**config.mk**
```make
export PLATFORM = sky130hd
export DESIGN_NAME = svp_rem
export DESIGN_NICKNAME = d
export VERILOG_FILES = /design/src/rtl/core/svp_rem.sv
export VERILOG_INCLUDE_DIRS = /design/src /design/src/rtl/core
export SDC_FILE = /design/constraint.sdc
export NUM_CORES = 1
export LEC_CHECK = 0
export BUFFER_PORTS_ARGS = -buffer_cell sky130_fd_sc_hd__buf_4
export CAP_MARGIN = 5
export CORE_MARGIN = 3
export CORE_UTILIZATION = 50
export CTS_CLUSTER_DIAMETER = 120
export DETAILED_ROUTE_END_ITERATION = 7
export PLACE_DENSITY = 0.75
export SYNTH_ARGS = -nofsm -noshare
export SYNTH_HDL_FRONTEND = slang
export SYNTH_SLANG_ARGS = --single-unit
export TNS_END_PERCENT = 30
```
**constraint.sdc**
```tcl
create_clock -name clk -period 3 [get_ports clk]
set_input_delay 0.75 -clock clk [delete_from_list [all_inputs] [get_ports clk]]
set_output_delay 0.75 -clock clk [all_outputs]
set_load 0.005 [all_outputs]
```
**src/rtl/core/assert_macros.svh**
```systemverilog
// Assertion helpers; the using module supplies clk and arst_n.
`ifndef ASSERT_MACROS_SVH
`define ASSERT_MACROS_SVH

// Condition that must hold at every clock edge out of reset.
`define ASSERT_ALWAYS(label, expr, msg) \
	label: assert property (@(posedge clk) disable iff (!arst_n) (expr)) else $error(msg);

// Condition that must hold in the cycle after a trigger.
`define ASSERT_NEXT(label, trig, expr, msg) \
	label: assert property (@(posedge clk) disable iff (!arst_n) (trig) |=> (expr)) \
		else $error(msg);

`endif

```
**src/rtl/core/svp_rem.sv**
```systemverilog
`include "assert_macros.svh"

// Restoring remainder, one dividend bit per cycle.
module svp_rem #(
	parameter int W = 34
) (
	input  logic         clk,
	input  logic         arst_n,
	input  logic         start,
	input  logic [W-1:0] dividend,
	input  logic [W-1:0] divisor,
	output logic         done,
	output logic [W-1:0] rem
);
	localparam int CNT_W = $clog2(W + 1);

	logic [W-1:0]     r_q;
	logic [W-1:0]     m_q;
	logic [W-1:0]     d_q;
	logic [CNT_W-1:0] cnt_q;
	logic             busy_q;
	logic             done_q;
	logic [W-1:0]     trial;

	// remainder stays below the divisor, so the top bit is free for the shift
	assign trial = {r_q[W-2:0], m_q[W-1]};

	always_ff @(posedge clk or negedge arst_n) begin
		if (!arst_n) begin
			busy_q <= 1'b0;
			done_q <= 1'b0;
			cnt_q  <= '0;
			r_q    <= '0;
			m_q    <= '0;
			d_q    <= '0;
		end else begin
			done_q <= 1'b0;
			if (start) begin
				busy_q <= 1'b1;
				cnt_q  <= CNT_W'(W);
				r_q    <= '0;
				m_q    <= dividend;
				d_q    <= divisor;
			end else if (busy_q) begin
				r_q   <= (trial >= d_q) ? trial - d_q : trial;
				m_q   <= m_q << 1;
				cnt_q <= cnt_q - 1'b1;
				if (cnt_q == CNT_W'(1)) begin
					busy_q <= 1'b0;
					done_q <= 1'b1;
				end
			end
		end
	end

	assign done = done_q;
	assign rem  = r_q;

	`ASSERT_NEXT(a_start_busy, start, busy_q, "remainder unit did not start")
	`ASSERT_ALWAYS(a_rem_below, !done_q || (r_q < d_q), "remainder not below divisor")

endmodule

```
==> results.json <==
{
  "synth_enable_flop_cells": 0,
  "postCtsHoldBufs": 0,
  "clk_pin_slew_ps": 70,
  "antenna_found_initial": 0,
  "ant_nets": 0,
  "grt.total_usage_pct": 22.55,
  "synthCells": 748,
  "fp-row-count": 41,
  "critPathLaunch": "m_q[33]",
  "setup_violations": 0,
  "wl_met1_microns": 6993,
  "grt_pass1_wl_microns": 27060,
  "async_flop_share_pct": 100.0,
  "vias_per_cell": 5.624,
  "cp.arrival_ps": 3230,
  "p_leak_nw": 4.163,
  "yosysMostFrequentCell": "dfrtp_1",
  "drv_cap": 0,
  "ios": 106,
  "fmax_ghz": 0.3376,
  "drt-pass1-iter-count": 5,
  "fin_ws_ps": 37.89,
  "min_path_type": "primary input to async pin",
  "drt_wl_total_microns": 16390,
  "critPathCaptureType": "register",
  "critPathKind": "register to register",
  "fp.dieH_microns": 122.1,
  "crit_fanout": 14,
  "utilization_pct": 64.08,
  "htreeDepth": 3,
  "drv_slew": 0,
  "fp.dieW_microns": 122.1,
  "vias": 5753,
  "overflow": 0,
  "dr_wl_met3_microns": 930,
  "synth_largest_area_cell": "dfrtp_1",
  "nets": 954,
  "final_cells": 1023,
  "io_buffers": 105,
  "core_area_sq_um": 12880,
  "start_util_pct": 52.38,
  "pre_cts_ws_ps": -87.85,
  "diodes": 0,
  "status": "finished clean",
  "wl_per_cell_microns": 16.02,
  "worst_pin_slew_ps": 589.2,
  "cellPowerDensity_nw_per_um2": 748.8,
  "post-route-min-period_ps": 2962,
  "cts.sink_count": 110,
  "drive_above_1_share_pct": 22.33,
  "dp.cells": 1004,
  "synthDistinctLibCells": 62,
  "synth_area_per_cell_sq_um": 9.016,
  "grt_pass1_vias": 5773,
  "ys.flop_type": "dfrtp_1",
  "period_share_pct": 98.74,
  "timing.rr.start": "m_q[33]",
  "synth_area_leaders": "dfrtp_1 41%, mux2i_1 8.8%, ha_1 6.7%",
  "cts_buffers": 9,
  "synthesis.area_sq_um": 6744,
  "grt_start_max_net_pins": 55,
  "clk_latency_ps": 370,
  "final_hold_viol_count": 0,
  "drc_errors": 0,
  "ir_drop_uv": 441.7,
  "synth_top_area_share_pct": 40.82,
  "crit_required_ps": 3270,
  "top_layer_used": "met4",
  "place_congestion": 0.9612,
  "synth-seq-cells": 110,
  "yosysWarnings": 0,
  "clock_path_buffers": 2,
  "yosysSeqAreaShare_pct": 40.82,
  "fin_skew_ps": 12.57,
  "crit_path_start_kind": "register",
  "wl_met2_microns": 8209,
  "area_delta_synth_final_pct": 22.34,
  "synth_common_cells": "110 x dfrtp_1, 103 x nand2_1, 86 x o21ai_0, 59 x mux2i_1, 57 x nor2_1",
  "synth_nets": 856,
  "die_area_sq_um": 14920,
  "ctsRootBufferMaster": "clkbuf_16",
  "drtIter0Drc": 332,
  "cts_tree": "yes",
  "max_slew_margin_pct": 60.36,
  "dp_hpwl_microns": 12110,
  "rsz0062_at_grt": "true"
}
==> cells in the final DEF (no fill, tap or decap), types with 18 or more instances in the layout <==
| cell | netlist | routed |
|---|---|---|
| ha_1 | 36 | 31 |
| a211oi_1 | 26 | 22 |
| a21oi_1 | 24 | 24 |
| dfrtp_1 | 110 | 109 |
| o21ai_0 | 86 | 86 |
| inv_1 | 45 | 44 |
| nor2_1 | 57 | 57 |
| nand2_1 | 103 | 103 |
| xnor2_1 | 18 | 18 |
| mux2i_1 | 59 | 58 |
| buf_4 | 0 | 127 |
==> routing by layer <==
layer / up-vias / global-route usage, %
met5: - / 0
met2: 152 / 39.12
li1: 2805 / -
met4: 0 / 6.298
met3: 23 / 5.896
met1: 2773 / 27.83
==> kinds of logic after synthesis <==
family | count (synthesis) | share of synthesized area (%)
xor gates and xnor gates | 33 | 4.286
adders and majority gates | 37 | 6.976
buffers and inverters | 93 | 5.992
DFF | 110 | 40.82
AOI/OAI and AO/OA | 200 | 19.09
muxes | 60 | 8.924
and+or+nand+nor | 215 | 13.91
==> worst paths after layout <==
| kind | slack, ps | cells after the start | end |
|---|---|---|---|
| min | 360 | 1 | d_q[25] |
| max reg2reg | 40 | 14 | rem[15] |
| max in group asynchronous | 1900 | 2 | m_q[25] |
| min reg2reg | 540 | 2 | d_q[13] |
| min in group clk | 540 | 2 | d_q[13] |
| max | 40 | 14 | rem[15] |
==> metrics by stage <==
| step | area, sq um | hold slack (ps) | TNS, ps | power [W] |
|---|---|---|---|---|
| after global placement | 7760 | 497.8 | 0 | 0.004668 |
| after floorplan | 6744 | 454.4 | 0 | 0.003861 |
| after CTS | 8073 | 360.5 | 0 | 0.006024 |
| after global routing | 8250 | 378.5 | -2433 | 0.006593 |
| after detailed placement | 7760 | 516.1 | -725.7 | 0.004781 |
| final | 8250 | 355.0 | 0 | 0.006178 |
==> power breakdown <==
| group | switching [W] | total [W] | internal [W] |
|---|---|---|---|
| Combinational | 0.00159 | 0.00304 | 0.00145 |
| Clock | 0.000602 | 0.00119 | 0.000591 |
| Sequential | 0.000233 | 0.00195 | 0.00171 |
==> flip-flops by register name, indices dropped and copies added (netlist names) <==
register and flops:
cnt_q 6, m_q 34, rem 34, done 1, d_q 34, busy_q 1
==> final cells by class <==
type | count | area [sq um]
multi-input cells | 545 | 3740
inverters | 46 | 172.7
well taps | 172 | 215.2
flip-flops and latches | 110 | 2756
fillers | 1109 | 4626
repair buffers | 134 | 1072
clock buffers | 10 | 229.0
clock inverters | 6 | 65.06
==> worst max-delay path, stage by stage, from the launching register on <==
cell      delay [ps]
dfrtp_1          380
inv_1             60
ha_2             180
inv_2             40
fa_2             370
a21oi_4          160
o211ai_2         100
and3_4           210
o21ai_2           90
or3b_4           400
a21oi_4          190
o21ai_4          130
buf_12           190
mux2i_1          130
a211oi_1         250
==> timing repair <==
item / 4_1_cts / 5_1_grt
pin swaps: 4 / 10
resized for setup: 4 / 28
buffers inserted: 0 / 2
endpoints found under the setup margin: 29 / 34
gates cloned: 0 / 1
Power figures use the tool's default switching activity.
